$ cat src/rtl/afcc_pkg.sv
// Shared constants and types of the box frustum cull compactor.
package afcc_pkg;

	localparam int NUM_PLANES  = 6;
	localparam int COORD_W     = 16;
	localparam int PLANE_W     = 64;
	localparam int CFG_IDX_W   = 3;
	localparam int PROD_W      = 2 * COORD_W;
	localparam int ACC_W       = PROD_W + 3;
	localparam int ALIGN_SH    = 14;
	localparam int IN_DATA_W   = 6 * COORD_W;
	localparam int IDX_W       = 10;
	localparam int CNT_W       = 11;
	localparam int MAX_BOXES   = 1024;
	localparam int OUT_DATA_W  = 32;
	localparam int QUEUE_DEPTH = 4;
	localparam int QPTR_W      = 2;
	localparam int QCNT_W      = 3;

	// Classification of one box as it travels through the queue.
	typedef struct packed {
		logic visible;
		logic last;
	} cull_t;

	// Write side of the queue.
	typedef struct packed {
		logic  valid;
		cull_t entry;
	} qpush_t;

	// Read side of the queue.
	typedef struct packed {
		logic  valid;
		cull_t entry;
	} qhead_t;

endpackage

$ cat src/rtl/afcc_queue.sv
// Short queue of classified boxes between the test and the compactor.
module afcc_queue (
	input  logic             clk,
	input  logic             arst_n,
	input  afcc_pkg::qpush_t push,
	output logic             full,
	input  logic             pop,
	output afcc_pkg::qhead_t head
);

	afcc_pkg::cull_t             mem_q [afcc_pkg::QUEUE_DEPTH];
	logic [afcc_pkg::QPTR_W-1:0] wr_ptr_q, rd_ptr_q;
	logic [afcc_pkg::QCNT_W-1:0] count_q;
	logic                        do_pop;

	assign full       = (count_q == afcc_pkg::QCNT_W'(afcc_pkg::QUEUE_DEPTH));
	assign head.valid = (count_q != '0);
	assign head.entry = mem_q[rd_ptr_q];
	assign do_pop     = pop && head.valid;

	always_ff @(posedge clk) begin
		if (push.valid) begin
			mem_q[wr_ptr_q] <= push.entry;
		end
	end

	always_ff @(posedge clk or negedge arst_n) begin
		if (!arst_n) begin
			wr_ptr_q <= '0;
			rd_ptr_q <= '0;
			count_q  <= '0;
		end else begin
			if (push.valid) begin
				wr_ptr_q <= wr_ptr_q + 1'b1;
			end
			if (do_pop) begin
				rd_ptr_q <= rd_ptr_q + 1'b1;
			end
			if (push.valid && !do_pop) begin
				count_q <= count_q + 1'b1;
			end else if (!push.valid && do_pop) begin
				count_q <= count_q - 1'b1;
			end
		end
	end

endmodule

$ cat config.mk
export PLATFORM = sky130hd
export DESIGN_NAME = afcc_queue
export DESIGN_NICKNAME = d
export VERILOG_FILES = /design/src/rtl/afcc_pkg.sv /design/src/rtl/afcc_queue.sv
export SDC_FILE = /design/constraint.sdc
export NUM_CORES = 1
export LEC_CHECK = 0
export ABC_AREA = 1
export BUFFER_PORTS_ARGS = -buffer_cell sky130_fd_sc_hd__clkbuf_2
export CORE_MARGIN = 8
export CORE_UTILIZATION = 25
export CTS_CLUSTER_SIZE = 40
export DETAILED_ROUTE_END_ITERATION = 10
export SYNTH_ARGS = -nofsm -noshare
export SYNTH_HDL_FRONTEND = slang
export SYNTH_SLANG_ARGS = --single-unit
$ cat constraint.sdc
create_clock -name clk -period 2.03 [get_ports clk]
set_clock_uncertainty 0.1 [all_clocks]
set_input_delay 0.1015 -clock clk [delete_from_list [all_inputs] [get_ports clk]]
set_output_delay 0.1015 -clock clk [all_outputs]
set_load 0.1 [all_outputs]
[Word level (Yosys, flattened, before mapping)]
Memories as Yosys holds them, arrays and structs flattened.
Cells that the tools add are included.
Word-level totals
  input port bits: 6
  output and inout bits: 4
  register bits after elaboration: 7
  RAM bits: 8
  memories kept: 1
  logic and storage cells: 20
Memories
  mem_q: words 4, width 2, rd ports 1, clocked after Yosys merged registers in 0, wr ports 1, line afcc_queue.sv:11  | afcc_pkg::cull_t mem_q [afcc_pkg::QUEUE_DEPTH];
Cells by class
  equality and inequality tests: 1
  multiplexer cells: 4
  add/sub/neg operators: 4
  reduce and logical (&&, ||, !) cells: 7
Operator list (number)
  3-bit two-way mux: 2
  2-bit by 1-bit adder with 2-bit output, second input constant: 2
  3-bit by 1-bit adder with 3-bit output, second input constant: 1
  3-bit equality test, second input constant: 1
  1-bit logical AND: 3
  3-bit nonzero test: 1
  3-bit by 1-bit subtractor with 3-bit output, second input constant: 1
  1-bit zero test: 2
  1-bit two-way mux: 2
  2-bit nonzero test: 1

[Depth between registers and ports, before layout]
  depth after elaboration: 5
  depth in mapped cells: 11

[Worst setup path before layout]
OpenSTA, ideal clock, no wires.
  kind: reg-to-output
  from: register count_q[0] (netlist bit)
  to: output port full
  data arrival time: 2.515 ns
  path buffers: 0
  stages on the path, launching flop included: 2
  path slack: -0.687 ns
  path through: dfrtp_1 -> nor3_1
On the way
  word-level cells in the longest chain between the ends: 1
Ends and longest elaborated chain
  start, declared: line afcc_queue.sv:13  | logic [afcc_pkg::QCNT_W-1:0] count_q;
  start signal, assigned: line afcc_queue.sv:40  | count_q <= count_q + 1'b1;
  start signal, assigned: line afcc_queue.sv:42  | count_q <= count_q - 1'b1;
  3-bit equality test: line afcc_queue.sv:16  | assign full = (count_q == afcc_pkg::QCNT_W'(afcc_pkg::QUEUE_DEPTH));
  end, declared: line afcc_queue.sv:6  | output logic full,
No other way between the ends.

[Worst setup path after layout]
  from: register count_q[1] (netlist bit)
  to: register count_q[2] (netlist bit)
On the way
  word-level cells in the longest chain between the ends: 5
Ends and longest elaborated chain
  branches (longest 5 deep; another with 3-bit by 1-bit subtractor with 3-bit output)
Parallel ways; which one is timed is not known. The select of a mux whose other input is x is not followed.
A chain may end at the register's enable or synchronous reset.

==> run metrics <==
most frequent cells in the layout=nand2_1 (24), inv_1 (16), clkbuf_2 (9), edfxtp_1 (8); share of layout cells above drive strength 1=21.3%; Routed Antenna Nets=0; Synth Warn #=0; Yosys cell types=17; WP data arrival=1.97 ns; final hold violations=0; Crit. End Element=register; clock slew at reported path FFs=0.09 ns; #FFs+latches synth=15; Finish-stage setup viols=0; PortBufs=9; fraction of the yosys area taken by sequential cells=55.1%; drt drc=0; TritonCTS clock tree=yes; Fmax=526 MHz; syn nets=90; Worst Path Class, Setup=register to register; CTS buffer count=3; commonest non-fill, non-tap cell in the layout=nand2_1; Final nets=107; status=finished, final reports clean; Mapped Cells=between 70 and 80; routability cong.=0.698; routed wire length=between 1 and 1.5 mm; largest net degree at the start of global routing=10; Ports=10; vias in the first global route=520; clk_lat worst skew=0.27 ns; multi-input logic area=between 200 and 300 sq um; first-pass GRT wire length=2.14 mm; core area=2950 sq um; post-synth top area share=31.8%; H-Tree Depth=1; hold path depth=2; CP startpoint kind=register; aggregate global-route resource usage=between 5 and 6%; CTS Buffer Depth=2; RSZ-0062 raised after global routing=false; dpl hpwl=989 microns; Starting Density=25.6%; Final period util=93.7%; row count=20; clock period minus worst slack=1.90 ns; Worst Hold Class=input pin to register; critical path fanouts, max=5; fillers=308; wire per inst=9.46 microns; Synth area leader=edfxtp_1; grt total ovfl=0; synth top area cells=edfxtp_1 (32%), dfrtp_1 (23%), nand2_1 (12%); area delta synth->final=21.4%; R2R depth=10; syn_area_per_cell=9.67 sq um; FF+latch area=418 sq um; Via Count=between 500 and 600; Die ar.=5030 sq um; Sum Neg Setup Slack=0 ns; Slew @ Worst Pin=~0.54 ns; Die W=between 70 and 80 microns; max-slew violation count=0; initial antenna violation count=0; drt pass-1 iters=4; Rel. slew slack=64.0%; Max Cap Viol=0; post-synthesis instance area=roughly 750 sq um; clock sinks=15; via/cell ratio=4.16; Die Span Y=a little over 70 microns; DRT iter0 DRCs=13; Inserted Diodes=0; clock root buffer=clkbuf_4; CP required=about 2.1 ns
## sequential cells by signal, indices dropped and copies added (netlist names)
register and count:
wr_ptr_q 2, count_q 3, mem_q 8, rd_ptr_q 2
## cell families (layout without fill, tap and decap cells)
family / Yosys count / after routing / synth area share [%]
buffers and inverters: 18 / 34 / 9.12
DFF: 15 / 15 / 55.1
adders and majority gates: 6 / 6 / 10.9
xor gates and xnor gates: 2 / 2 / 2.32
AOI/OAI and AO/OA: 5 / 5 / 4.64
and+or+nand+nor: 32 / 32 / 17.9
## Yosys cell counts
library cell,count
o21ai_1,1
xnor2_1,1
nand4_1,1
clkbuf_2,1
inv_2,1
nor3_1,1
inv_1,16
dfrtp_1,7
xor2_1,1
nand3_1,3
nand2_1,24
edfxtp_1,8
nor2_2,1
fa_1,1
o211ai_1,4
ha_1,5
nand2_2,2
## final cells by class
cell class	count	share of cell area [%]
timing repair buffer	13	9.29
multi-input combinational	45	30.6
tap	33	4.51
clock inverter	1	0.546
inverter	17	6.97
clock buffer	3	2.46
sequential	15	45.6
## final timing paths
| check | start | endpoint | slack, ns |
|---|---|---|---|
| worst min register to register | count_q[2] | count_q[2] | 0.40 |
| worst max-delay path | count_q[1] | count_q[2] | 0.13 |
| max in group asynchronous | arst_n | count_q[1] | 1.56 |
| worst max register to register | count_q[1] | count_q[2] | 0.13 |
| min in group asynchronous | arst_n | wr_ptr_q[1] | 0.09 |
| worst min-delay path | push[2] | wr_ptr_q[0] | 0.02 |
## metal layers
| metal | routed length (microns) | vias up | part of all wire (%) | global-route usage [%] |
|---|---|---|---|---|
| met5 | 0 | - | 0 | 0 |
| met4 | 27 | 0 | 2.2 | 4.16 |
| met3 | 40 | 2 | 3.3 | 1.55 |
| met2 | 651 | 8 | 54 | 9.47 |
| met1 | 483 | 242 | 40 | 4.99 |
| li1 | - | 276 | - | - |
## worst max-delay path: stages, from the launching register on
cell and delay (ns):
dfrtp_2 0.45, nor2_2 0.16, nand2_4 0.08, nand2_2 0.08, ha_1 0.17, inv_1 0.07
fa_1 0.39, nand2_1 0.10, nand3_1 0.08, nand2_1 0.06, nand2_1 0.05
## repair_timing
action                                  CTS  global route
resized for setup                         0             2
hold endpoints to repair                 16             0
hold buffers                              4             0
buffers inserted                          0             0
endpoints found under the setup margin    0             1
## per-stage QoR
stage | setup WS (ns) | instances | utilization (%) | instance area, sq um | hold WS [ns]
3_3_place_gp | 0.216 | 119 | 28.6 | 846 | -0.154
6_report | 0.128 | 127 | 31.0 | 916 | 0.0228
4_1_cts | 0.118 | 127 | 30.9 | 913 | 0.0165
2_1_floorplan | 0.0813 | 78 | - | 764 | -0.294
3_5_place_dp | 0.156 | 119 | 28.6 | 846 | -0.148
5_1_grt | 0.00256 | 127 | 31.0 | 916 | 0.0301
Power is not shown: default switching activity piles up to over one toggle a cycle in this logic, so the estimate is an artifact.
