--- src/rtl/afcc_pkg.sv ---
// Shared constants and types of the box frustum cull compactor.
package afcc_pkg;

	localparam int NUM_PLANES  = 6;
	localparam int COORD_W     = 16;
	localparam int PLANE_W     = 64;
	localparam int CFG_IDX_W   = 3;
	localparam int PROD_W      = 2 * COORD_W;
	localparam int ACC_W       = PROD_W + 3;
	localparam int ALIGN_SH    = 14;
	localparam int IN_DATA_W   = 6 * COORD_W;
	localparam int IDX_W       = 10;
	localparam int CNT_W       = 11;
	localparam int MAX_BOXES   = 1024;
	localparam int OUT_DATA_W  = 32;
	localparam int QUEUE_DEPTH = 4;
	localparam int QPTR_W      = 2;
	localparam int QCNT_W      = 3;

	// Classification of one box as it travels through the queue.
	typedef struct packed {
		logic visible;
		logic last;
	} cull_t;

	// Write side of the queue.
	typedef struct packed {
		logic  valid;
		cull_t entry;
	} qpush_t;

	// Read side of the queue.
	typedef struct packed {
		logic  valid;
		cull_t entry;
	} qhead_t;

endpackage

--- src/rtl/afcc_back.sv ---
// Back part: frame counters, compaction and the registered result stage.
module afcc_back (
	input  logic                              clk,
	input  logic                              arst_n,
	input  afcc_pkg::qhead_t                  head,
	output logic                              pop,
	output logic                              m_tvalid,
	input  logic                              m_tready,
	output logic [afcc_pkg::OUT_DATA_W-1:0]   m_tdata,
	output logic                              m_tuser,
	output logic                              m_tlast
);

	logic [afcc_pkg::CNT_W-1:0] box_cnt_q, vis_cnt_q;
	logic                       m_tvalid_q;
	logic [afcc_pkg::IDX_W-1:0] index_q, slot_q;
	logic [afcc_pkg::CNT_W-1:0] total_q;
	logic                       user_q, last_q;
	logic                       vis, emit;

	assign pop  = head.valid && (!m_tvalid_q || m_tready);
	assign vis  = head.entry.visible && (box_cnt_q < afcc_pkg::CNT_W'(afcc_pkg::MAX_BOXES));
	assign emit = vis || head.entry.last;

	always_ff @(posedge clk or negedge arst_n) begin
		if (!arst_n) begin
			box_cnt_q  <= '0;
			vis_cnt_q  <= '0;
			m_tvalid_q <= 1'b0;
		end else begin
			if (pop) begin
				m_tvalid_q <= emit;
				if (head.entry.last) begin
					box_cnt_q <= '0;
					vis_cnt_q <= '0;
				end else begin
					if (vis) begin
						vis_cnt_q <= vis_cnt_q + 1'b1;
					end
					if (box_cnt_q < afcc_pkg::CNT_W'(afcc_pkg::MAX_BOXES)) begin
						box_cnt_q <= box_cnt_q + 1'b1;
					end
				end
			end else if (m_tready) begin
				m_tvalid_q <= 1'b0;
			end
		end
	end

	always_ff @(posedge clk) begin
		if (pop && emit) begin
			index_q <= box_cnt_q[afcc_pkg::IDX_W-1:0];
			slot_q  <= vis ? vis_cnt_q[afcc_pkg::IDX_W-1:0] : '0;
			total_q <= vis_cnt_q + afcc_pkg::CNT_W'(vis);
			user_q  <= vis;
			last_q  <= head.entry.last;
		end
	end

	assign m_tvalid = m_tvalid_q;
	assign m_tdata  = {{(afcc_pkg::OUT_DATA_W-2*afcc_pkg::IDX_W-afcc_pkg::CNT_W){1'b0}},
		total_q, slot_q, index_q};
	assign m_tuser  = user_q;
	assign m_tlast  = last_q;

endmodule

--- config.mk ---
export PLATFORM = sky130hd
export DESIGN_NAME = afcc_back
export DESIGN_NICKNAME = d
export VERILOG_FILES = /design/src/rtl/afcc_pkg.sv /design/src/rtl/afcc_back.sv
export SDC_FILE = /design/constraint.sdc
export NUM_CORES = 1
export LEC_CHECK = 0
export ABC_AREA = 1
export BUFFER_PORTS_ARGS = -buffer_cell sky130_fd_sc_hd__buf_4
export CAP_MARGIN = 20
export CORE_MARGIN = 2
export CORE_UTILIZATION = 50
export DETAILED_ROUTE_END_ITERATION = 12
export GPL_TIMING_DRIVEN = 0
export PLACE_DENSITY = 0.72
export SLEW_MARGIN = 20
export SYNTH_ARGS = -nofsm -noshare
export SYNTH_HDL_FRONTEND = slang
export SYNTH_SLANG_ARGS = --single-unit
--- constraint.sdc ---
create_clock -name clk -period 1.85 [get_ports clk]
set_input_delay 0.185 -clock clk [delete_from_list [all_inputs] [get_ports clk]]
set_output_delay 0.185 -clock clk [all_outputs]
set_load 0.02 [all_outputs]
======== Yosys cells after proc, flatten, opt, wreduce, memory -nomap -nowiden ========
Cells that the tools add are included.
storage, ports and cells
  register bits after elaboration ......... 56
cells by class
  order comparisons ....................... 1
  add/sub/neg operators ................... 3
  mux-type cells .......................... 6
  reduce and logical (&&, ||, !) cells .... 11
operator list
  cell                                                count
  2-to-1 mux 11 bit                                   4
  adder 11 x 1 -> 11 bit, second input constant       2
  adder 11 x 1 -> 11 bit                              1
  less-than comparator 11 bit, second input constant  1
  nonzero test 2 bit                                  3
  AND reduction 2 bit                                 2
  logical AND 1 bit                                   3
  logical OR 1 bit                                    2
  2-to-1 mux 1 bit                                    2
  logical NOT 1 bit                                   1

======== Longest topological paths before layout ========
  word-level depth ........................ 4
  depth in mapped cells ................... 10
  depth with buffers taken out ............ 9

======== Worst setup path before layout ========
Ideal clock, no wire load.
  kind .................................... reg2reg
  start point ............................. reg box_cnt_q[10] (netlist bit)
  end point ............................... reg total_q[8] (netlist bit) (data pin)
  slack ................................... 0.087 ns
  period minus slack after synthesis ...... 1.763 ns
  data required time ...................... 1.592 ns
  data arrival time ....................... 1.505 ns
  library setup time ...................... 0.258 ns
  cell stages (with the launch flop) ...... 11
  path buffers ............................ 1
  cells stage by stage .................... dfrtp_1 inv_1 nand2_1 clkbuf_1 inv_1 ha_1 ha_1 inv_1 nor2_1 nand2_1 xor2_1
between the ends
  longest elaborated chain between the ends .. 3
ends and longest elaborated chain
  element                      RTL line         source
  from (decl)                  afcc_back.sv:14  logic [afcc_pkg::CNT_W-1:0] box_cnt_q, vis_cnt_q;
  from (signal assigned)       afcc_back.sv:41  box_cnt_q <= box_cnt_q + 1'b1;
  less-than comparator 11 bit  afcc_back.sv:22  assign vis = head.entry.visible && (box_cnt_q < afcc_pkg::CNT_W'(afcc_pkg::MAX_BOXES));
  logical AND 1 bit            afcc_back.sv:22
  named net vis                afcc_back.sv:19  logic vis, emit;
  adder 11 x 1 -> 11 bit       afcc_back.sv:54  total_q <= vis_cnt_q + afcc_pkg::CNT_W'(vis);
  to (signal assigned)         afcc_back.sv:54
  to (decl)                    afcc_back.sv:17  logic [afcc_pkg::CNT_W-1:0] total_q;
The timed path passes the listed nets, and every way through them passes these cells.
A chain may end at the register's enable or synchronous reset.

======== Worst setup path after layout ========
Ends and elaborated chain as after synthesis.

==> flow_metrics.tcl <==
set metrics [dict create \
    required_ns 1.92 \
    ys_types 22 \
    ys_seq_elements 56 \
    wl_per_cell_um 13.1 \
    peakVddDrop_mv 0.539 \
    grt_antenna_before_repair 0 \
    postRouteAntennaNets 0 \
    die_x_um 75.1 \
    core_sq_um 4790 \
    clk_path_buf_depth 2 \
    slowest_delay_ns 0.38 \
    syn_to_final_growth_pct 21.0 \
    cts_tree "built" \
    hold_path_class "input pin to flip-flop" \
    reg2reg_slack_ns 0.10 \
    tightest_slew_ns 0.530 \
    start_util_pct 52.8 \
    power_density_nw_per_um2 837 \
    ioPinCount 42 \
    port_buffers 40 \
    ys_seq_area_share_pct 62.0 \
    slew_headroom_pct 64.7 \
    top_layer "met4" \
    syn_avg_cell_area_sq_um 10.1 \
    power_leakage_uw 0.00136 \
    dr_wl_met2_mm 2.46 \
    slew_viol_final 0 \
    r2r-end "total_q[8]$_DFFE_PP_" \
    wl_met1_mm 2.09 \
    drt-initial-drc-count 60 \
    min-delay-start "head[0]" \
    reg2reg_from "box_cnt_q[10]$_DFFE_PN0P_" \
    end_kind "flip-flop" \
    period_share_pct 94.5 \
    drive_gt1_share_pct 23.7 \
    hpwl_mm 3.30 \
    dp.cells 358 \
    clock_sinks 56 \
    firstDrtPassIters 4 \
    cp_max_fo 10 \
    synth_cells 251 \
    nFillCells 412 \
    worst_slack_ns 0.101 \
    dieArea_sq_um 5640 \
    wl_met3_um 184 \
    drt_wl_total_mm 4.80 \
    clk_pin_slew_ns 0.09 \
    crit_path_top_delay_cell "dfrtp_1" \
    cts_buffers 5 \
    final_nets 309 \
    grt_pass1_wl_mm 7.68 \
    vias 1784 \
    arrival_ns 1.81 \
    gr-usage-all-layers_pct 18.6 \
    grt.overflow.total 0 \
    critPathLaunchType "flip-flop" \
    grt_max_degree 43 \
    path_buf_inv 4 \
    fin_cells 367 \
    drc_errors 0 \
    diodes 0 \
    skew_ns 0.00366 \
    place.gp.congestion 0.897 \
    ys_warn_count 0 \
    setup_violations 0 \
    crit_chain "inv_2 -> nand2_2 -> clkbuf_8 -> inv_1 -> ha_4 -> ha_4 -> inv_1 -> nor2_2 -> nand2_1 -> xor2_1" \
    viasPerCell 4.86 \
    dp_worst_setup_slack_ns -0.248 \
    whs_path_depth 1 \
    critPathTopFamily "buffers and inverters" \
    clockRootBuffer "clkbuf_8" \
    syn_area_sq_um 2530 \
    syn_nets 261 \
    grt_pass1_vias 1685 \
    reg2regPathDepth 10 \
    status "finished clean" \
    maxCapViolations 0 \
    rsz0062_at_grt "no" \
    cts_htree_levels 2 \
    max_clock_freq_ghz 0.572 \
    clk_latency_ns 0.31 \
    min_to "m_tlast$_DFFE_PP_" \
    num_rows 25 \
    fin_crit_ns 1.75 \
    fp.dieH_um 75.1 \
    worstSetupPathType "flip-flop to flip-flop" \
    finalHoldViolations 0 \
]
## registers in the layout, summed over array words and instances, names as in the netlist
signal and flops:
box_cnt_q 11, index_q 10, m_tlast 1, m_tuser 1, m_tvalid 1, slot_q 10
total_q 11, vis_cnt_q 11
## cell usage in the layout, fill, tap and decap left out
cell           instances
a21oi_1                6
a21oi_4                1
buf_4                 41
buf_6                  2
clkbuf_1               1
clkbuf_8               7
clkinv_2               2
conb_1                 1
dfrtp_1               23
dlygate4sd3_1          1
edfxtp_1              33
ha_1                   2
ha_4                   2
inv_1                 29
inv_2                  2
nand2_1               53
nand2_2                7
nand3_1               14
nand3_2                1
nand4_1                6
nor2_1                36
nor2_2                 3
nor2_4                 3
o21ai_0               11
o21bai_1               1
xor2_1                12
## what timing repair did
action | CTS | global route
hold buffers | 1 | 0
setup buffers | 0 | 0
endpoints found under the hold margin | 23 | 0
gates resized for setup | 8 | 3
endpoints found under the setup margin | 8 | 3
## area by class of cell
cell class / instances / area [sq um] / area share, %
sequential: 56 / 1570 / 51.2
multi-input combinational: 159 / 841 / 27.5
buffer: 5 / 47.5 / 1.55
timing repair buffer: 41 / 310 / 10.1
clock inverter: 2 / 10.0 / 0.327
tap: 67 / 83.8 / 2.74
clock buffer: 6 / 82.6 / 2.70
inverter: 31 / 116 / 3.81
## through the flow
stage	TNS [ns]	hold slack, ns	util, %	instance area (sq um)	total power [uW]
CTS	0	0.0812	63.6	3040	2570
floorplan	0	-0.111	-	2530	1720
global placement	-0.581	0.106	60.8	2910	1870
detailed placement	-0.923	0.107	60.8	2910	1880
global route	0	0.0797	63.9	3060	2660
finish	0	0.0941	63.9	3060	2560
## synthesized netlist by cell type, drive strengths merged
cell type	n	area share (%)
clkbuf	2	0.30
a21oi	7	1.8
buf	3	1.2
nand2	60	9.5
inv	31	4.6
dfrtp	23	23
nor2	42	7.1
o21bai	1	0.30
nand4	6	1.5
o21ai	11	2.2
xor2	12	4.2
nand3	15	3.2
ha	4	2.0
conb	1	0.15
edfxtp	33	39
## worst max path at each step
stage                                       to                 startpoint  cells after the start
after floorplan           total_q[8]$_DFFE_PP_  box_cnt_q[10]$_DFFE_PN0P_                     10
after global placement    total_q[8]$_DFFE_PP_  box_cnt_q[10]$_DFFE_PN0P_                     10
after detailed placement  total_q[8]$_DFFE_PP_  box_cnt_q[10]$_DFFE_PN0P_                     10
after CTS                 total_q[8]$_DFFE_PP_  box_cnt_q[10]$_DFFE_PN0P_                     10
after global routing      total_q[9]$_DFFE_PP_  box_cnt_q[10]$_DFFE_PN0P_                     10
final                     total_q[8]$_DFFE_PP_  box_cnt_q[10]$_DFFE_PN0P_                     10
## logic make-up after synthesis
kind of cell | share of synthesized area [%]
adders and majority gates | 1.98
xor gates and xnor gates | 4.16
DFF | 62.0
AOI/OAI and AO/OA | 4.31
other | 0.148
and+or+nand+nor | 21.3
buffers and inverters | 6.09
## metal layers
metal  GRT usage, %  up-vias
li1               -      902
met1           23.3      835
met2           31.1       41
met3           4.55        6
met4           7.34        0
met5              0        -
## power by group
| part | switching [uW] | internal [uW] | leakage, uW | total [uW] |
|---|---|---|---|---|
| Combinational | 237 | 146 | 0.000675 | 383 |
| Sequential | 65.2 | 1430 | 0.000636 | 1490 |
| Clock | 384 | 300 | 0.0000510 | 684 |
| Total | 686 | 1870 | 0.00136 | 2560 |
Power figures use the tool's default switching activity.
